**src/sv/wavdec_pkg.sv**
```systemverilog
// Package: shared types and constants of the WAV PCM stream decoder.
package wavdec_pkg;

   localparam logic [31:0] TAG_RIFF = 32'h52494646;
   localparam logic [31:0] TAG_WAVE = 32'h57415645;
   localparam logic [31:0] TAG_FMT  = 32'h666D7420;
   localparam logic [31:0] TAG_DATA = 32'h64617461;
   localparam logic [31:0] MIN_FILE_BYTES = 32'd44;

   localparam logic [2:0] ST_OK        = 3'd0;
   localparam logic [2:0] ST_SHORT     = 3'd1;
   localparam logic [2:0] ST_NO_RIFF   = 3'd2;
   localparam logic [2:0] ST_NO_WAVE   = 3'd3;
   localparam logic [2:0] ST_NON_PCM   = 3'd4;
   localparam logic [2:0] ST_MISSING   = 3'd5;
   localparam logic [2:0] ST_BAD_DEPTH = 3'd6;
   localparam logic [2:0] ST_DATA_1ST  = 3'd7;

   localparam int unsigned QUEUE_DEPTH = 4;
   localparam int unsigned QPTR_W      = $clog2(QUEUE_DEPTH);

   typedef struct packed {
      logic        kind;
      logic [31:0] sample;
      logic [15:0] channels;
      logic [31:0] sample_rate;
      logic [31:0] sample_count;
      logic [2:0]  status;
      logic        last;
   } result_type;

   // one queue entry: up to two results caused by one byte
   typedef struct packed {
      logic       has_smp;
      logic       has_sum;
      result_type smp;
      result_type sum;
   } entry_type;

endpackage

```
**src/sv/wavdec_front.sv**
```systemverilog
// Front end: header and chunk parser, sample assembly, one entry per byte.
module wavdec_front (
   input  logic                   clock,
   input  logic                   reset,
   input  logic                   in_valid,
   input  logic [7:0]             in_byte,
   input  logic                   in_eof,
   output logic                   in_ready,
   output logic                   ent_valid,
   output wavdec_pkg::entry_type  ent,
   input  logic                   ent_ready
);

   localparam logic [2:0] PH_HEADER = 3'd0;
   localparam logic [2:0] PH_CHEAD  = 3'd1;
   localparam logic [2:0] PH_FMT    = 3'd2;
   localparam logic [2:0] PH_DATA   = 3'd3;
   localparam logic [2:0] PH_SKIP   = 3'd4;
   localparam logic [2:0] PH_PAD    = 3'd5;
   localparam logic [2:0] PH_ERROR  = 3'd6;

   logic [31:0] pos_ff, pos_in;
   logic [2:0]  phase_ff, phase_in;
   logic [31:0] tag_ff, tag_in;
   logic [31:0] rem_ff, rem_in;
   logic        pad_ff, pad_in;
   logic [15:0] fmtc_ff, fmtc_in;
   logic [15:0] chan_ff, chan_in;
   logic [31:0] rate_ff, rate_in;
   logic [15:0] bps_ff, bps_in;
   logic [31:0] asm_ff, asm_in;
   logic [1:0]  nib_ff, nib_in;
   logic [31:0] cnt_ff, cnt_in;
   logic        seen_ff, seen_in;
   logic [2:0]  err_ff, err_in;
   logic [4:0]  fidx_ff, fidx_in;

   logic        take;
   logic        smp_hit;
   logic [31:0] smp_val;
   logic [31:0] rem_dec;
   logic [31:0] asm_or;
   logic [2:0]  width;
   logic [2:0]  sum_st;
   logic [31:0] pos_nx;

   assign in_ready = ent_ready;
   assign take     = in_valid && in_ready;
   assign rem_dec  = rem_ff - 32'd1;
   assign width    = bps_ff[5:3];

   always_comb begin
      pos_in = pos_ff; phase_in = phase_ff; tag_in = tag_ff; rem_in = rem_ff;
      pad_in = pad_ff; fmtc_in = fmtc_ff; chan_in = chan_ff; rate_in = rate_ff;
      bps_in = bps_ff; asm_in = asm_ff; nib_in = nib_ff; cnt_in = cnt_ff;
      seen_in = seen_ff; err_in = err_ff; fidx_in = fidx_ff;
      smp_hit = 1'b0; smp_val = '0; sum_st = wavdec_pkg::ST_OK;
      asm_or = asm_ff | ({24'd0, in_byte} << {nib_ff, 3'b000});
      unique case (phase_ff)
         PH_HEADER: begin
            tag_in = {tag_ff[23:0], in_byte};
            if (pos_ff == 32'd3 && tag_in != wavdec_pkg::TAG_RIFF) begin
               err_in = wavdec_pkg::ST_NO_RIFF; phase_in = PH_ERROR;
            end else if (pos_ff == 32'd11) begin
               if (tag_in != wavdec_pkg::TAG_WAVE) begin
                  err_in = wavdec_pkg::ST_NO_WAVE; phase_in = PH_ERROR;
               end else begin
                  phase_in = PH_CHEAD; fidx_in = '0;
               end
            end
         end
         PH_CHEAD: begin
            if (fidx_ff < 5'd4) begin
               tag_in = {tag_ff[23:0], in_byte};
               if (fidx_ff == 5'd0) rem_in = '0;
            end else begin
               rem_in = rem_ff | ({24'd0, in_byte} << {fidx_ff[1:0], 3'b000});
            end
            fidx_in = fidx_ff + 5'd1;
            if (fidx_ff == 5'd7) begin
               pad_in = rem_in[0];
               // tag_ff holds all four tag bytes by now
               if (tag_ff == wavdec_pkg::TAG_FMT && rem_in >= 32'd16 && !seen_ff) begin
                  phase_in = PH_FMT; fidx_in = '0;
               end else if (tag_ff == wavdec_pkg::TAG_DATA) begin
                  if (fmtc_ff != 16'd1) begin
                     err_in = wavdec_pkg::ST_DATA_1ST; phase_in = PH_ERROR;
                  end else if (chan_ff == '0 || rate_ff == '0) begin
                     err_in = wavdec_pkg::ST_MISSING; phase_in = PH_ERROR;
                  end else if (bps_ff != 16'd8 && bps_ff != 16'd16 &&
                               bps_ff != 16'd24 && bps_ff != 16'd32) begin
                     err_in = wavdec_pkg::ST_BAD_DEPTH; phase_in = PH_ERROR;
                  end else begin
                     seen_in = 1'b1; nib_in = '0; asm_in = '0; phase_in = PH_DATA;
                  end
               end else begin
                  phase_in = PH_SKIP;
               end
               if (phase_in != PH_ERROR && rem_in == '0) begin
                  phase_in = rem_in[0] ? PH_PAD : PH_CHEAD; fidx_in = '0;
               end
            end
         end
         PH_FMT, PH_DATA, PH_SKIP: begin
            rem_in = rem_dec;
            if (phase_ff == PH_FMT) begin
               case (fidx_ff)
                  5'd0: fmtc_in = {8'd0, in_byte};
                  5'd1: begin
                     fmtc_in = {in_byte, fmtc_ff[7:0]};
                     if (fmtc_in != 16'd1) begin
                        err_in = wavdec_pkg::ST_NON_PCM; phase_in = PH_ERROR;
                     end
                  end
                  5'd2: chan_in = {8'd0, in_byte};
                  5'd3: chan_in = {in_byte, chan_ff[7:0]};
                  5'd4: rate_in = {24'd0, in_byte};
                  5'd5: rate_in = {rate_ff[31:16], in_byte, rate_ff[7:0]};
                  5'd6: rate_in = {rate_ff[31:24], in_byte, rate_ff[15:0]};
                  5'd7: rate_in = {in_byte, rate_ff[23:0]};
                  5'd14: bps_in = {8'd0, in_byte};
                  5'd15: bps_in = {in_byte, bps_ff[7:0]};
                  default: ;
               endcase
               if (fidx_ff < 5'd16) fidx_in = fidx_ff + 5'd1;
            end else if (phase_ff == PH_DATA) begin
               if ({1'b0, nib_ff} + 3'd1 == width) begin
                  smp_hit = 1'b1;
                  case (width)
                     3'd1: smp_val = {asm_or[7:0] ^ 8'h80, 24'd0};
                     3'd2: smp_val = {asm_or[15:0], 16'd0};
                     3'd3: smp_val = {asm_or[23:0], 8'd0};
                     default: smp_val = asm_or;
                  endcase
                  asm_in = '0; nib_in = '0; cnt_in = cnt_ff + 32'd1;
               end else begin
                  asm_in = asm_or; nib_in = nib_ff + 2'd1;
               end
            end
            if (phase_in != PH_ERROR && rem_dec == '0) begin
               phase_in = pad_ff ? PH_PAD : PH_CHEAD; fidx_in = '0;
            end
         end
         PH_PAD: begin
            phase_in = PH_CHEAD; fidx_in = '0;
         end
         default: ;
      endcase
      pos_nx = (pos_ff != 32'hFFFF_FFFF) ? pos_ff + 32'd1 : pos_ff;
      pos_in = pos_nx;
      if (pos_nx < wavdec_pkg::MIN_FILE_BYTES) sum_st = wavdec_pkg::ST_SHORT;
      else if (err_in != wavdec_pkg::ST_OK)    sum_st = err_in;
      else if (!seen_in)                       sum_st = wavdec_pkg::ST_MISSING;
   end

   always_comb begin
      ent_valid = take;
      ent.has_smp = smp_hit;
      ent.has_sum = in_eof;
      ent.smp = '0;
      ent.smp.sample = smp_val;
      ent.smp.last = !in_eof;
      ent.sum = '0;
      ent.sum.kind = 1'b1;
      ent.sum.channels = chan_in;
      ent.sum.sample_rate = rate_in;
      ent.sum.sample_count = cnt_in;
      ent.sum.status = sum_st;
      ent.sum.last = 1'b1;
   end

   always_ff @(posedge clock) begin
      if (reset || (take && in_eof)) begin
         pos_ff <= '0; phase_ff <= PH_HEADER; tag_ff <= '0; rem_ff <= '0;
         pad_ff <= 1'b0; fmtc_ff <= '0; chan_ff <= '0; rate_ff <= '0;
         bps_ff <= '0; asm_ff <= '0; nib_ff <= '0; cnt_ff <= '0;
         seen_ff <= 1'b0; err_ff <= wavdec_pkg::ST_OK; fidx_ff <= '0;
      end else if (take) begin
         pos_ff <= pos_in; phase_ff <= phase_in; tag_ff <= tag_in; rem_ff <= rem_in;
         pad_ff <= pad_in; fmtc_ff <= fmtc_in; chan_ff <= chan_in; rate_ff <= rate_in;
         bps_ff <= bps_in; asm_ff <= asm_in; nib_ff <= nib_in; cnt_ff <= cnt_in;
         seen_ff <= seen_in; err_ff <= err_in; fidx_ff <= fidx_in;
      end
   end

`ifndef SYNTH
   a_err_phase: assert property (@(posedge clock) disable iff (reset)
      (err_ff != wavdec_pkg::ST_OK) |-> (phase_ff == PH_ERROR))
      else $error("error code set outside error phase");
   a_fidx_sat: assert property (@(posedge clock) disable iff (reset)
      fidx_ff <= 5'd16) else $error("field index overrun");
   a_no_smp_err: assert property (@(posedge clock) disable iff (reset)
      (phase_ff == PH_ERROR) |-> !smp_hit) else $error("sample after error");
`endif

endmodule

```
**src/sv/wavdec_back.sv**
```systemverilog
// Back end: entry queue and result serialiser onto the output stream.
module wavdec_back (
   input  logic                   clock,
   input  logic                   reset,
   input  logic                   ent_valid,
   input  wavdec_pkg::entry_type  ent,
   output logic                   ent_ready,
   output logic                   out_valid,
   output wavdec_pkg::result_type out_res,
   input  logic                   out_ready
);

   wavdec_pkg::entry_type mem_ff [wavdec_pkg::QUEUE_DEPTH];
   logic [wavdec_pkg::QPTR_W-1:0] wp_ff, wp_in, rp_ff, rp_in;
   logic [wavdec_pkg::QPTR_W:0]   fill_ff, fill_in;
   logic                          half_ff, half_in;
   logic                          push, pop, useful;
   wavdec_pkg::entry_type         head;

   assign useful    = ent.has_smp || ent.has_sum;
   assign ent_ready = fill_ff != (wavdec_pkg::QPTR_W+1)'(wavdec_pkg::QUEUE_DEPTH);
   assign push      = ent_valid && ent_ready && useful;
   assign head      = mem_ff[rp_ff];
   assign out_valid = fill_ff != '0;

   always_comb begin
      if (head.has_smp && !half_ff) out_res = head.smp;
      else                          out_res = head.sum;
      pop = out_valid && out_ready &&
            (half_ff || !(head.has_smp && head.has_sum));
      half_in = half_ff;
      if (out_valid && out_ready) half_in = !pop;
      wp_in = push ? wp_ff + 1'b1 : wp_ff;
      rp_in = pop ? rp_ff + 1'b1 : rp_ff;
      fill_in = fill_ff + {{wavdec_pkg::QPTR_W{1'b0}}, push}
                        - {{wavdec_pkg::QPTR_W{1'b0}}, pop};
   end

   always_ff @(posedge clock) begin
      if (push) mem_ff[wp_ff] <= ent;
   end

   always_ff @(posedge clock) begin
      if (reset) begin
         wp_ff <= '0; rp_ff <= '0; fill_ff <= '0; half_ff <= 1'b0;
      end else begin
         wp_ff <= wp_in; rp_ff <= rp_in; fill_ff <= fill_in; half_ff <= half_in;
      end
   end

`ifndef SYNTH
   a_fill: assert property (@(posedge clock) disable iff (reset)
      fill_ff <= (wavdec_pkg::QPTR_W+1)'(wavdec_pkg::QUEUE_DEPTH))
      else $error("queue overfill");
   a_half: assert property (@(posedge clock) disable iff (reset)
      half_ff |-> out_valid) else $error("split state with empty queue");
   a_hold: assert property (@(posedge clock) disable iff (reset)
      (out_valid && !out_ready) |=> out_valid) else $error("result dropped");
`endif

endmodule

```
**src/sv/wav_pcm_stream_decoder_top.sv**
```systemverilog
// Top level: WAV PCM stream decoder.
// Usage:
//  req_ channel takes one file byte per beat; req_tlast marks the last byte of
//  a file. req_tdata[7:0] is the byte.
//  rsp_ channel gives samples (tuser=0) and an end-of-file summary (tuser=1).
//  A byte gives at most a sample and a summary; rsp_tlast marks the last
//  result of the byte.
//  Throughput: one byte per cycle. The front parser takes a byte each cycle
//  while the four-entry queue has room; the back end drains one result per
//  cycle while rsp_tready is high, so a byte that gives two results is sent
//  as two beats; a result is registered in the queue as its byte is taken.
//  A stalled receiver fills the queue; req_tready then drops until a slot
//  frees. Bytes that yield nothing take no queue slot.
//  Reset clears parser state and empties the queue; after a summary the parser
//  is back in its reset state for the next file.
//  rsp_tdata: sample[31:0], channels[47:32], sample_rate[79:48],
//  sample_count[111:80], status[114:112], zero fill to 120 bits.
module wav_pcm_stream_decoder_top (
   input  logic         clock,
   input  logic         reset,
   input  logic         req_tvalid,
   output logic         req_tready,
   input  logic [7:0]   req_tdata,   // data_byte[7:0]
   input  logic         req_tlast,
   output logic         rsp_tvalid,
   input  logic         rsp_tready,
   output logic [119:0] rsp_tdata,   // sample, channels, sample_rate, sample_count, status
   output logic         rsp_tuser,   // kind
   output logic         rsp_tlast
);

   logic                   ent_valid, ent_ready;
   wavdec_pkg::entry_type  ent;
   wavdec_pkg::result_type res;

   wavdec_front u_front (
      .clock, .reset,
      .in_valid(req_tvalid), .in_byte(req_tdata), .in_eof(req_tlast),
      .in_ready(req_tready),
      .ent_valid, .ent, .ent_ready
   );

   wavdec_back u_back (
      .clock, .reset,
      .ent_valid, .ent, .ent_ready,
      .out_valid(rsp_tvalid), .out_res(res), .out_ready(rsp_tready)
   );

   assign rsp_tdata = {5'd0, res.status, res.sample_count, res.sample_rate,
                       res.channels, res.sample};
   assign rsp_tuser = res.kind;
   assign rsp_tlast = res.last;

endmodule
```
**config.mk**
```make
export PLATFORM = sky130hd
export DESIGN_NAME = wav_pcm_stream_decoder_top
export DESIGN_NICKNAME = d
export VERILOG_FILES = /design/src/sv/wavdec_pkg.sv /design/src/sv/wavdec_front.sv /design/src/sv/wavdec_back.sv /design/src/sv/wav_pcm_stream_decoder_top.sv
export SDC_FILE = /design/constraint.sdc
export NUM_CORES = 1
export LEC_CHECK = 0
export BUFFER_PORTS_ARGS = -buffer_cell sky130_fd_sc_hd__buf_2
export CORE_AREA = 2 2 303 305
export DETAILED_ROUTE_END_ITERATION = 12
export DIE_AREA = 0 0 305 307
export PLACE_DENSITY = 0.77
export RECOVER_POWER = 50
export SYNTH_ARGS = -nofsm -noshare
export SYNTH_HDL_FRONTEND = slang
export SYNTH_HIERARCHICAL = 1
export SYNTH_SLANG_ARGS = --single-unit
```
**constraint.sdc**
```tcl
create_clock -name clock -period 7.35 [get_ports clock]
set_input_delay 0 -clock clock [delete_from_list [all_inputs] [get_ports clock]]
set_output_delay 0 -clock clock [all_outputs]
set_load 0.005 [all_outputs]
```
==> flow_metrics.env <==
export IMPL_run_status="finished with violations"
export IMPL_violated_checks="capacitance limit, slew limit"
export IMPL_post_synth_main_area_contributors="sky130_fd_sc_hd__edfxtp_1 55%, sky130_fd_sc_hd__mux4_2 10%, sky130_fd_sc_hd__dfxtp_1 10%, sky130_fd_sc_hd__mux2_2 2.6%, sky130_fd_sc_hd__a21oi_1 2.3%"
export IMPL_finalWorstPathRequiredPeriod_ns=5.62
export IMPL_initial_utilization_pct=57.3
export IMPL_routedWlPerCell_um=22.3
export IMPL_core_area_um2=90700
export IMPL_cp_endpoint="u_front/pos_ff[29]$_SDFFE_PP0P_"
export IMPL_reg2reg_to="u_front/pos_ff[29]$_SDFFE_PP0P_"
export IMPL_fmax_mhz=178
export IMPL_setup_tns_ns=0
export IMPL_gr_total_overflow=0
export IMPL_tritoncts_num_buffers=112
export IMPL_final_core_util_pct=62.5
export IMPL_relSlewSlack_pct=-152
export IMPL_clk_transition_reported_paths_ns=0.06
export IMPL_worstReg2RegStart="u_back/fill_ff[1]$_SDFF_PP0_"
export IMPL_routed_wirelength_mm=110
export IMPL_hold_ws_ns=0.0859
export IMPL_fin_ws_ns=1.73
export IMPL_count_of_synthesis_stage_warnings_from_yosys=6
export IMPL_core_rowCount=111
export IMPL_grt_setup_unrepaired="no"
export IMPL_min_path_type="in -> reg"
export IMPL_dp_hpwl_mm=64.0
export IMPL_clk_root_buffer_cell="sky130_fd_sc_hd__clkbuf_16"
export IMPL_num_nets_final=3661
export IMPL_syn_cell_area_um2=51900
export IMPL_p_comb_share_pct=18.7
export IMPL_synthesis_area_per_instance_um2=14.5
export IMPL_die_h_um=307
export IMPL_synth_commonest_cells="944 x sky130_fd_sc_hd__edfxtp_1, 291 x sky130_fd_sc_hd__nand2_1, 265 x sky130_fd_sc_hd__dfxtp_1, 239 x sky130_fd_sc_hd__nor2_1, 236 x sky130_fd_sc_hd__mux4_2"
export IMPL_synth_flop_cell="sky130_fd_sc_hd__edfxtp_1"
export IMPL_power_density_cell_area_nw_per_um2=296
export IMPL_detailedPlace_worstSlack_ns=3.55
export IMPL_vdd_ir_drop_worst_uv=180
export IMPL_dr_first_iter_drc_count=3383
export IMPL_htree_num_levels=3
export IMPL_buffer_ports_inserted=131
export IMPL_tritoncts="done"
export IMPL_async_flop_share_pct=0
export IMPL_switching_portion_of_total_power_pct=25.6
export IMPL_remaining_number_of_nets_flagged_by_the_antenna_check_after_routing=0
export IMPL_synth_top_cell_by_area="sky130_fd_sc_hd__edfxtp_1"
export IMPL_power_switching_w=0.00431
export IMPL_report_final_hold_viol_count=0
export IMPL_timing_reg2reg_setup_slack_ns=1.73
export IMPL_power_w=0.0168
export IMPL_fin_worst_skew_ns=0.0211
export IMPL_clk_path_buf_depth=3
export IMPL_globalRouteTotalUtil_pct=23.4
export IMPL_ffs_latches_synth=1209
export IMPL_num_io_pins=137
export IMPL_startpoint_type="flip-flop"
export IMPL_area_added_between_synthesis_and_finish_pct=9.17
export IMPL_first_global_vias=29600
export IMPL_clock_insertion_delay_at_the_later_pin_of_the_skew_report_ns=0.71
export IMPL_number_of_pins_exceeding_their_max_slew_limit_in_the_final_report=680
export IMPL_cp_required_ns=7.97
export IMPL_min_period_over_period_pct=76.5
export IMPL_fp_dieW_um=305
export IMPL_max_cap_viol_count=13
export IMPL_cp_max_fo=74
export IMPL_routed_via_count=30400
export IMPL_syn_instance_count=3593
export IMPL_fp_dieArea_um2=93600
export IMPL_edff_count_synth=944
export IMPL_min_from="req_tvalid"
export IMPL_timing_critical_path_from="u_back/fill_ff[1]$_SDFF_PP0_"
export IMPL_yosysTopAreaCellShare_pct=54.6
export IMPL_rr_worst_depth=8
export IMPL_route_detailed_drc=0
export IMPL_crit_type="reg -> reg"
export IMPL_critical_path_arrival_ns=6.24
export IMPL_drt_pass1_iterations=6
export IMPL_antennaDiodeCount=0
export IMPL_p_int_w=0.0125
export IMPL_antenna_violations_before_repair=1
export IMPL_seqPwrFrac_pct=46.6
export IMPL_grt_pass1_wl_mm=172
export IMPL_synthMostInstantiatedCell="sky130_fd_sc_hd__edfxtp_1"
export IMPL_setup_viol=0
export IMPL_synth_lib_cells_used_distinct=97
export IMPL_synth_sequential_area_ratio_pct=64.8
export IMPL_worst_setup_path_end_kind="flip-flop"
export IMPL_grt_start_max_net_pins=121
export IMPL_final_layout_size_suffix_gt1_share_pct=18.9
export IMPL_p_clk_share_pct=34.8
export IMPL_leakagePower_nw=18.5
export IMPL_clkSinkCount=1209
export IMPL_place_congestion=0.921
export IMPL_via_per_inst=6.18
export IMPL_worstMarginPinSlew_ns=3.78
## per-stage QoR
step	instance area, um2	cells
6_report	56700	4917
5_1_grt	56700	4917
4_1_cts	56800	4917
3_5_place_dp	53000	4693
3_3_place_gp	53000	4693
2_1_floorplan	52400	3713
## cells by family after synthesis
logic type | Yosys count | synth area share [%]
XOR/XNOR | 104 | 1.75
buffers and inverters | 401 | 4.14
multiplexers | 372 | 13.2
other | 3 | 0.0217
AND/OR/NAND/NOR | 943 | 8.86
flip-flops | 1209 | 64.8
AO/OA/AOI/OAI | 545 | 6.86
adder cells (fa/ha/maj) | 16 | 0.400
## per-layer routing
layer | global-route usage, % | vias to the layer above | part of all wire (%) | wire length [um]
met2 | 38.9 | 1252 | 50 | 54800
met4 | 7.21 | 0 | 2.5 | 2740
met3 | 3.50 | 204 | 6.9 | 7620
met1 | 32.1 | 15200 | 41 | 44700
met5 | 0 | - | 0 | 0
li1 | - | 13700 | - | -
## worst min-delay path by stage
| stage | slack (ns) | end | depth (start not counted) |
|---|---|---|---|
| CTS | 0.03 | u_front/err_ff[1]$_SDFFE_PP0P_ | 4 |
| global route | 0.1 | u_front/err_ff[1]$_SDFFE_PP0P_ | 4 |
| floorplan | 0.18 | u_back/mem_ff[0][117]$_DFFE_PP_ | 1 |
| detailed placement | 0.34 | u_back/fill_ff[1]$_SDFF_PP0_ | 2 |
| global placement | 0.34 | u_back/fill_ff[1]$_SDFF_PP0_ | 2 |
| finish | 0.09 | u_front/err_ff[1]$_SDFFE_PP0P_ | 4 |
## state kept, by name, indices dropped and copies added, names as in the netlist, 32 cells and up, named ones only
signal	cells
u_front/pos_ff	32
u_front/rate_ff	32
u_back/mem_ff	944
u_front/tag_ff	32
u_front/asm_ff	32
u_front/cnt_ff	32
u_front/rem_ff	32
## placed cells by master, fill, tap and decap left out, types with 91 or more instances in the layout
cell type	instances
sky130_fd_sc_hd__edfxtp_1	944
sky130_fd_sc_hd__nand2_1	290
sky130_fd_sc_hd__dfxtp_1	263
sky130_fd_sc_hd__nor2_1	239
sky130_fd_sc_hd__mux4_2	236
sky130_fd_sc_hd__a21oi_1	231
sky130_fd_sc_hd__conb_1	123
sky130_fd_sc_hd__buf_2	118
sky130_fd_sc_hd__clkbuf_16	112
sky130_fd_sc_hd__mux2_2	107
sky130_fd_sc_hd__nand3_1	91
## layout make-up
type | instances | area, um2
multi-input combinational | 2103 | 16600
clock inverter | 52 | 626
timing repair buffer | 179 | 1070
inverter | 27 | 101
sequential | 1209 | 33700
fill | 6335 | 34000
clock buffer | 161 | 3150
tap | 1186 | 1480
## timing repair
| item | 4_1_cts | 5_1_grt |
|---|---|---|
| hold buffers | 11 | 0 |
| resized for setup | 0 | 0 |
| buffers inserted | 0 | 0 |
| hold endpoints to repair | 78 | 0 |
## worst max-delay path, stage by stage (launching register included)
cell and delay (ns):
sky130_fd_sc_hd__dfxtp_1 0.44, sky130_fd_sc_hd__nor3b_1 0.14, sky130_fd_sc_hd__inv_1 0.25, sky130_fd_sc_hd__nand2_2 0.24, sky130_fd_sc_hd__inv_2 0.34, sky130_fd_sc_hd__clkbuf_1 2.66, sky130_fd_sc_hd__nand2_1 0.73, sky130_fd_sc_hd__or3_1 0.58
sky130_fd_sc_hd__a21oi_1 0.14
## power by group through the flow
stage	Combinational [W]	Sequential [W]	Clock, W
2_1_floorplan	0.00228	0.00790	0
3_3_place_gp	0.00313	0.00795	0
3_5_place_dp	0.00314	0.00797	0
4_1_cts	0.00318	0.00783	0.00594
5_1_grt	0.00336	0.00786	0.00620
6_report	0.00314	0.00783	0.00584
Power figures use the tool's default switching activity.
